## src/design/scf_pkg.sv

```systemverilog
package scf_pkg;

    // Width of the value field; the root and the term recurrence are sized from it.
    localparam int VALUE_BITS = 31;
    localparam int TERM_BITS  = 17;
    localparam int ROOT_BITS  = (VALUE_BITS + 1) / 2;
    localparam int SQ_BITS    = 2 * ROOT_BITS;
    localparam int SUM_BITS   = ROOT_BITS + 1;
    localparam int CNT_BITS   = $clog2(VALUE_BITS + 1);

    localparam logic CMD_START = 1'b0;
    localparam logic CMD_NEXT  = 1'b1;

    localparam logic STATUS_OK    = 1'b0;
    localparam logic STATUS_ERROR = 1'b1;

    typedef struct packed {
        logic                  command;
        logic [VALUE_BITS-1:0] value;
    } scf_in_t;

    typedef struct packed {
        logic [TERM_BITS-1:0] term;
        logic                 last;
        logic                 status;
    } scf_out_t;

    typedef enum logic [1:0] {
        SEL_ERROR,
        SEL_ROOT,
        SEL_TERM
    } scf_sel_t;

    typedef struct packed {
        logic     load_start;
        logic     sqrt_step;
        logic     store_root;
        logic     load_mul;
        logic     load_div1;
        logic     load_div2;
        logic     div_step;
        logic     store_rem;
        logic     load_out;
        scf_sel_t out_sel;
    } scf_cmd_t;

    typedef struct packed {
        logic command;
        logic value_zero;
        logic den_zero;
        logic quot_zero;
        logic exact;
        logic sqrt_last;
        logic div1_last;
        logic div2_last;
    } scf_status_t;

endpackage

```

## src/design/scf_datapath.sv

```systemverilog
module scf_datapath
    import scf_pkg::*;
(
    input  logic        clk,
    input  logic        rst_n,
    input  scf_in_t     in_data,
    input  scf_cmd_t    cmd,
    output scf_status_t status,
    output scf_out_t    out_data
);

    logic [ROOT_BITS-1:0]  root_reg;
    logic [VALUE_BITS-1:0] number_reg;
    logic [SUM_BITS-1:0]   rem_term_reg;
    logic [VALUE_BITS-1:0] den_reg;

    logic [SQ_BITS-1:0]    x_reg;
    logic [SQ_BITS-1:0]    res_reg;
    logic [SQ_BITS-1:0]    bit_reg;

    logic [SQ_BITS-1:0]    sq_reg;
    logic [SUM_BITS-1:0]   sum_reg;

    logic [VALUE_BITS-1:0] div_rem_reg;
    logic [VALUE_BITS-1:0] div_q_reg;
    logic [VALUE_BITS-1:0] divisor_reg;
    logic [CNT_BITS-1:0]   cnt_reg;

    scf_out_t              out_reg;

    // Square root step, one result bit per cycle.
    logic [SQ_BITS:0]      trial;
    logic                  take;
    logic [SQ_BITS-1:0]    x_next;
    logic [SQ_BITS-1:0]    res_next;

    // Restoring division step, one quotient bit per cycle.
    logic [VALUE_BITS:0]   div_shift;
    logic                  div_ge;
    logic [VALUE_BITS-1:0] div_rem_next;
    logic [VALUE_BITS-1:0] div_q_next;

    logic [ROOT_BITS-1:0]  m_val;
    logic [SQ_BITS-1:0]    number_ext;
    logic [VALUE_BITS-1:0] diff_val;
    logic [VALUE_BITS-1:0] sum_ext;
    logic [VALUE_BITS:0]   twice_root;
    logic                  term_last;
    scf_out_t              out_next;

    always_comb
    begin
        trial    = {1'b0, res_reg} + {1'b0, bit_reg};
        take     = ({1'b0, x_reg} >= trial);
        x_next   = take ? SQ_BITS'({1'b0, x_reg} - trial) : x_reg;
        res_next = take ? ((res_reg >> 1) + bit_reg) : (res_reg >> 1);

        div_shift    = {div_rem_reg, div_q_reg[VALUE_BITS-1]};
        div_ge       = (div_shift >= {1'b0, divisor_reg});
        div_rem_next = div_ge ? VALUE_BITS'(div_shift - {1'b0, divisor_reg})
                              : div_shift[VALUE_BITS-1:0];
        div_q_next   = {div_q_reg[VALUE_BITS-2:0], div_ge};

        m_val = (rem_term_reg <= SUM_BITS'(root_reg))
              ? ROOT_BITS'(SUM_BITS'(root_reg) - rem_term_reg) : '0;

        number_ext = SQ_BITS'(number_reg);
        diff_val   = (number_ext >= sq_reg) ? VALUE_BITS'(number_ext - sq_reg) : '0;

        // The second dividend sits at the top so that fewer steps finish it.
        sum_ext = VALUE_BITS'(sum_reg) << (VALUE_BITS - SUM_BITS);

        twice_root = (VALUE_BITS + 1)'({root_reg, 1'b0});
        term_last  = ({1'b0, div_q_reg} == twice_root);

        out_next = '0;
        case (cmd.out_sel)
            SEL_ROOT:
            begin
                out_next.term   = TERM_BITS'(root_reg);
                out_next.last   = (x_reg == '0);
                out_next.status = STATUS_OK;
            end
            SEL_TERM:
            begin
                out_next.term   = TERM_BITS'(div_q_reg);
                out_next.last   = term_last;
                out_next.status = STATUS_OK;
            end
            default:
            begin
                out_next.term   = '0;
                out_next.last   = 1'b0;
                out_next.status = STATUS_ERROR;
            end
        endcase
    end

    always_ff @(posedge clk or negedge rst_n)
    begin
        if (!rst_n)
        begin
            root_reg     <= '0;
            number_reg   <= '0;
            rem_term_reg <= '0;
            den_reg      <= VALUE_BITS'(1);
            cnt_reg      <= '0;
        end
        else
        begin
            if (cmd.load_start)
            begin
                number_reg   <= in_data.value;
                rem_term_reg <= '0;
                den_reg      <= VALUE_BITS'(1);
            end
            if (cmd.store_root)
            begin
                root_reg <= res_next[ROOT_BITS-1:0];
            end
            if (cmd.load_div2)
            begin
                den_reg <= div_q_reg;
            end
            if (cmd.store_rem)
            begin
                rem_term_reg <= div_rem_next[SUM_BITS-1:0];
            end
            if (cmd.load_start || cmd.load_div1 || cmd.load_div2)
            begin
                cnt_reg <= '0;
            end
            else if (cmd.sqrt_step || cmd.div_step)
            begin
                cnt_reg <= cnt_reg + 1'b1;
            end
        end
    end

    always_ff @(posedge clk)
    begin
        if (cmd.load_start)
        begin
            x_reg   <= SQ_BITS'(in_data.value);
            res_reg <= '0;
            bit_reg <= SQ_BITS'(1) << (SQ_BITS - 2);
        end
        else if (cmd.sqrt_step)
        begin
            x_reg   <= x_next;
            res_reg <= res_next;
            bit_reg <= bit_reg >> 2;
        end

        if (cmd.load_mul)
        begin
            sq_reg  <= SQ_BITS'(m_val) * SQ_BITS'(m_val);
            sum_reg <= SUM_BITS'(root_reg) + SUM_BITS'(m_val);
        end

        if (cmd.load_div1)
        begin
            div_rem_reg <= '0;
            div_q_reg   <= diff_val;
            divisor_reg <= den_reg;
        end
        else if (cmd.load_div2)
        begin
            div_rem_reg <= '0;
            div_q_reg   <= sum_ext;
            divisor_reg <= div_q_reg;
        end
        else if (cmd.div_step)
        begin
            div_rem_reg <= div_rem_next;
            div_q_reg   <= div_q_next;
        end

        if (cmd.load_out)
        begin
            out_reg <= out_next;
        end
    end

    assign status.command    = in_data.command;
    assign status.value_zero = (in_data.value == '0);
    assign status.den_zero   = (den_reg == '0);
    assign status.quot_zero  = (div_q_reg == '0);
    assign status.exact      = (x_reg == '0);
    assign status.sqrt_last  = (cnt_reg == CNT_BITS'(ROOT_BITS - 1));
    assign status.div1_last  = (cnt_reg == CNT_BITS'(VALUE_BITS - 1));
    assign status.div2_last  = (cnt_reg == CNT_BITS'(SUM_BITS - 1));

    assign out_data = out_reg;

endmodule

```

## src/design/scf_controller.sv

```systemverilog
module scf_controller
    import scf_pkg::*;
(
    input  logic        clk,
    input  logic        rst_n,
    input  logic        in_valid,
    output logic        in_ready,
    output logic        out_valid,
    input  logic        out_ready,
    input  scf_status_t status,
    output scf_cmd_t    cmd
);

    typedef enum logic [2:0] {
        ST_IDLE,
        ST_SQRT,
        ST_DIFF,
        ST_DIV1,
        ST_CHECK,
        ST_DIV2,
        ST_FINISH
    } state_t;

    state_t   state_reg, state_next;
    logic     active_reg, active_next;
    logic     out_valid_reg, out_valid_next;
    scf_sel_t sel_reg, sel_next;

    always_comb
    begin
        state_next     = state_reg;
        active_next    = active_reg;
        out_valid_next = out_valid_reg;
        sel_next       = sel_reg;
        cmd            = '0;
        cmd.out_sel    = sel_reg;

        if (out_valid_reg && out_ready)
        begin
            out_valid_next = 1'b0;
        end

        unique case (state_reg)
            ST_IDLE:
            begin
                if (in_valid)
                begin
                    if (status.command == CMD_START)
                    begin
                        if (status.value_zero)
                        begin
                            active_next = 1'b0;
                            sel_next    = SEL_ERROR;
                            state_next  = ST_FINISH;
                        end
                        else
                        begin
                            cmd.load_start = 1'b1;
                            state_next     = ST_SQRT;
                        end
                    end
                    else if (!active_reg || status.den_zero)
                    begin
                        sel_next   = SEL_ERROR;
                        state_next = ST_FINISH;
                    end
                    else
                    begin
                        cmd.load_mul = 1'b1;
                        state_next   = ST_DIFF;
                    end
                end
            end
            ST_SQRT:
            begin
                cmd.sqrt_step = 1'b1;
                if (status.sqrt_last)
                begin
                    cmd.store_root = 1'b1;
                    sel_next       = SEL_ROOT;
                    state_next     = ST_FINISH;
                end
            end
            ST_DIFF:
            begin
                cmd.load_div1 = 1'b1;
                state_next    = ST_DIV1;
            end
            ST_DIV1:
            begin
                cmd.div_step = 1'b1;
                if (status.div1_last)
                begin
                    state_next = ST_CHECK;
                end
            end
            ST_CHECK:
            begin
                if (status.quot_zero)
                begin
                    active_next = 1'b0;
                    sel_next    = SEL_ERROR;
                    state_next  = ST_FINISH;
                end
                else
                begin
                    cmd.load_div2 = 1'b1;
                    state_next    = ST_DIV2;
                end
            end
            ST_DIV2:
            begin
                cmd.div_step = 1'b1;
                if (status.div2_last)
                begin
                    cmd.store_rem = 1'b1;
                    sel_next      = SEL_TERM;
                    state_next    = ST_FINISH;
                end
            end
            ST_FINISH:
            begin
                // The result waits here until the output register is free.
                if (!out_valid_reg || out_ready)
                begin
                    cmd.load_out   = 1'b1;
                    out_valid_next = 1'b1;
                    state_next     = ST_IDLE;
                    if (sel_reg == SEL_ROOT)
                    begin
                        active_next = !status.exact;
                    end
                end
            end
            default:
            begin
                state_next = ST_IDLE;
            end
        endcase
    end

    always_ff @(posedge clk or negedge rst_n)
    begin
        if (!rst_n)
        begin
            state_reg     <= ST_IDLE;
            active_reg    <= 1'b0;
            out_valid_reg <= 1'b0;
            sel_reg       <= SEL_ERROR;
        end
        else
        begin
            state_reg     <= state_next;
            active_reg    <= active_next;
            out_valid_reg <= out_valid_next;
            sel_reg       <= sel_next;
        end
    end

    assign in_ready  = (state_reg == ST_IDLE);
    assign out_valid = out_valid_reg;

endmodule

```

## src/design/sqrt_continued_fraction.sv

```systemverilog
// Continued fraction expansion of a square root. A start transfer (command 0) loads a
// positive value, computes its integer square root bit by bit and returns it as the
// first term, marked last when the value is a perfect square. Each next transfer
// (command 1) returns the following partial quotient; the term equal to twice the root
// is marked last, and further next transfers repeat the period. A start with zero, or a
// next with no expansion running, returns error status with term zero. One item is
// worked on at a time: a start runs the square root unit (one result bit per cycle),
// and a next runs the shared restoring divider, which does a full-width division and
// then one that is one bit wider than the root.
// A result held in the output register does not block the next input transfer.
module sqrt_continued_fraction
    import scf_pkg::*;
(
    input  logic     clk,
    input  logic     rst_n,
    input  logic     in_valid,
    output logic     in_ready,
    input  scf_in_t  in_data,
    output logic     out_valid,
    input  logic     out_ready,
    output scf_out_t out_data
);

    scf_cmd_t    cmd;
    scf_status_t status;

    scf_controller u_controller (
        .clk       (clk),
        .rst_n     (rst_n),
        .in_valid  (in_valid),
        .in_ready  (in_ready),
        .out_valid (out_valid),
        .out_ready (out_ready),
        .status    (status),
        .cmd       (cmd)
    );

    scf_datapath u_datapath (
        .clk      (clk),
        .rst_n    (rst_n),
        .in_data  (in_data),
        .cmd      (cmd),
        .status   (status),
        .out_data (out_data)
    );

endmodule
```

## config.mk

```make
export PLATFORM = sky130hd
export DESIGN_NAME = sqrt_continued_fraction
export DESIGN_NICKNAME = d
export VERILOG_FILES = /design/src/design/scf_pkg.sv /design/src/design/scf_datapath.sv /design/src/design/scf_controller.sv /design/src/design/sqrt_continued_fraction.sv
export SDC_FILE = /design/constraint.sdc
export NUM_CORES = 1
export LEC_CHECK = 0
export BUFFER_PORTS_ARGS = -buffer_cell sky130_fd_sc_hd__buf_2
export CORE_AREA = 4 4 262 264
export DETAILED_ROUTE_END_ITERATION = 7
export DIE_AREA = 0 0 266 268
export PLACE_DENSITY = 0.59
export SYNTH_ARGS = -nofsm -noshare
export SYNTH_HDL_FRONTEND = slang
export SYNTH_HIERARCHICAL = 1
export SYNTH_SLANG_ARGS = --single-unit
```

## constraint.sdc

```tcl
create_clock -name clk -period 11.7 [get_ports clk]
set_clock_uncertainty 0.15 [all_clocks]
set_input_delay 1.17 -clock clk [delete_from_list [all_inputs] [get_ports clk]]
set_output_delay 1.17 -clock clk [all_outputs]
set_load 0.005 [all_outputs]
```

==> impl_metrics.csv <==
group,metric,value,unit
finish,nFillCells,6287,
yosys,synthTopCellsByArea,"edfxtp_1 (16%), ha_1 (12%), fa_1 (11%), dfrtp_1 (9.0%), dfxtp_1 (5.4%)",
sta,hold_viol,0,
finish,multi_input_area,18460,um^2
clocking,clk-insertion-delay-late,0.57,ns
worst_setup_path,end_kind,"register",
worst_setup_path,cp-startpoint,"u_datapath/root_reg[1]$_DFFE_PN0P_",
yosys,synth_edf_count,160,
yosys,synth_nets,3686,
status,status,"finished, final reports clean",
yosys,ys.warnings.count,6,
yosys,ys_seq_area_share,30.73,%
worst_setup_path,required,11.85,ns
global_routing,grt_pass1_wl,136.2,mm
worst_setup_path,cp_slowest_cell,"o31ai_1",
worst_setup_path,timing.rr.start,"u_datapath/root_reg[1]$_DFFE_PN0P_",
sta,rsz0062_at_grt,"no",
yosys,async_reset_ff_share,30.84,%
finish,area_growth,8.609,%
clocking,cts_hold_buf,0,
floorplan,die_w,266,um
worst_setup_path,crit_type,"reg -> reg",
global_routing,grt_antenna_before_repair,0,
clocking,cts.reportedPaths.clkPinSlew,0.07,ns
job,cap_violations,0,
clocking,cts_sinks,347,
yosys,yosysTopAreaCellShare,16.25,%
yosys,synth_top_cells_by_count,"inv_1 (421), ha_1 (277), nand2_1 (263)",
place,routabilityCongestion,0.9652,
yosys,synth-seq-cells,347,
min_path,min_from,"u_datapath/res_reg[0]$_SDFFE_PP0P_",
clocking,cts_tree,"built",
yosys,synthDistinctLibCells,83,
floorplan,row_count,95,
finish,nets,3700,
drt,drt_first_iter_violations,2176,
worst_setup_path,cp_slowest_stage_delay,0.78,ns
sta,maxSlewViolCount,0,
yosys,yosysMostFrequentCell,"inv_1",
drt,drcViolationCount,0,
clocking,cts_buffer_depth,3,
place,post-dp-hpwl,68.91,mm
floorplan,start_util,44.41,%
sta,whs,0.3495,ns
sta,worst_pin_slew,1.256,ns
sta,finalSetupViolations,0,
clocking,cts_root_buf,"clkbuf_16",
sta,tns,0,ns
clocking,cts_resized,0,
drt,vias,23630,
global_routing,grt.total_usage,24.18,%
global_routing,grt_max_degree,60,
yosys,syn_inst,3204,
floorplan,coreArea,66560,um^2
place,numPortBuffers,56,
worst_setup_path,cp-start-kind,"register",
drt,wl_per_cell,21.06,um
global_routing,grt-ovfl-total,0,
sta,fin_crit,9.885,ns
sta,slew-limit-headroom,16.04,%
global_routing,grt_pass1_vias,23290,
floorplan,pin_count,57,
floorplan,die_area,71290,um^2
yosys,syn_avg_cell_area,9.227,um^2
yosys,synth_top_area_cell,"edfxtp_1",
yosys,synth-main-ff-cell,"edfxtp_1",
worst_setup_path,path_max_fanout,8,
sta,fin_crit_sh,84.49,%
sta,fmax,101.2,MHz
drt,drt-total-wl,86.85,mm
clocking,htreeDepth,2,
finish,seqCellArea,9085,um^2
floorplan,die_h,268,um
min_path,hold_path.class,"reg -> reg",
drt,ant_nets,0,
drt,drt-pass1-iter-count,6,
finish,drive_above_1_share,6.802,%
clocking,post_cts_buffers,0,
yosys,syn_area,29560,um^2
drt,via_per_inst,5.731,
clocking,cts_inserted_buffers,39,
worst_setup_path,crit_arrival,10.04,ns
[logic make-up (layout without fill, tap and decap cells)]
group                      count (synthesis)  after routing  share of synthesized area, %
buffers and inverters                    538            583                         6.996
other                                      0              1                             0
AOI/OAI and AO/OA                        771            771                         17.00
DFF                                      347            347                         30.73
muxes                                    100            100                         3.547
xor gates and xnor gates                 218            218                         6.484
adders and majority gates                446            446                         23.17
and+or+nand+nor                          784            784                         12.08
[worst paths after layout]
kind                                                                end  slack, ns  depth (start not counted)
worst max-delay path                    u_datapath/sq_reg[31]$_DFFE_PP_       1.82                         32
max in group asynchronous             u_datapath/cnt_reg[2]$_DFFE_PN0P_       9.59                          2
worst min-delay path                 u_datapath/res_reg[0]$_SDFFE_PP0P_       0.35                          2
worst max register to register          u_datapath/sq_reg[31]$_DFFE_PP_       1.82                         32
min in group asynchronous       u_datapath/rem_term_reg[16]$_DFFE_PN0P_       0.55                          1
worst min register to register       u_datapath/res_reg[0]$_SDFFE_PP0P_       0.35                          2
[metal layers]
layer / routed length, um / GRT usage (%) / vias up / part of all wire [%]
li1: - / - / 11160 / -
met1: 38490 / 33.74 / 11620 / 44
met2: 40620 / 39.88 / 722 / 47
met3: 4834 / 2.847 / 133 / 5.6
met4: 2909 / 7.215 / 0 / 3.3
met5: 0 / 0 / - / 0
[cell type report]
class	instances	area share (%)
Clock buffer	55	3.484
Timing Repair Buffer	83	1.512
Multi-Input combinational cell	2319	57.49
Inverter	428	5.004
Sequential cell	347	28.30
Tap cell	873	3.402
Antenna cell	1	0.007794
Clock inverter	17	0.8028
[through the flow]
step / setup WS (ns) / std cells / util, % / cell area, um^2
after floorplan: 3.029 / 3204 / - / 29560
after global placement: 2.071 / 4050 / 46.16 / 30730
after detailed placement: 1.940 / 4050 / 46.16 / 30730
after CTS: 1.878 / 4122 / 48.23 / 32100
after global routing: 1.294 / 4122 / 48.23 / 32100
final: 1.815 / 4123 / 48.24 / 32110
[cells in the final DEF, fill, tap and decap left out, drive strengths merged, types with 88 or more instances in the layout]
cell and n:
a21oi 163, dfrtp 106, edfxtp 160, fa 169
ha 277, inv 424, nand2 263, nor2 254
o21ai 193, xnor2 130, xor2 88
[worst max-delay path, delay by kind of cell (launching register included)]
kind            cells  cell delay [ns]
xor+xnor            2             0.30
buf+inv             6             0.34
flops               1             0.56
fa+ha+maj           8             3.76
simple gates        6             1.60
compound gates     10             2.93
Power is not shown: default switching activity piles up to over one toggle a cycle in this logic, so the estimate is an artifact.
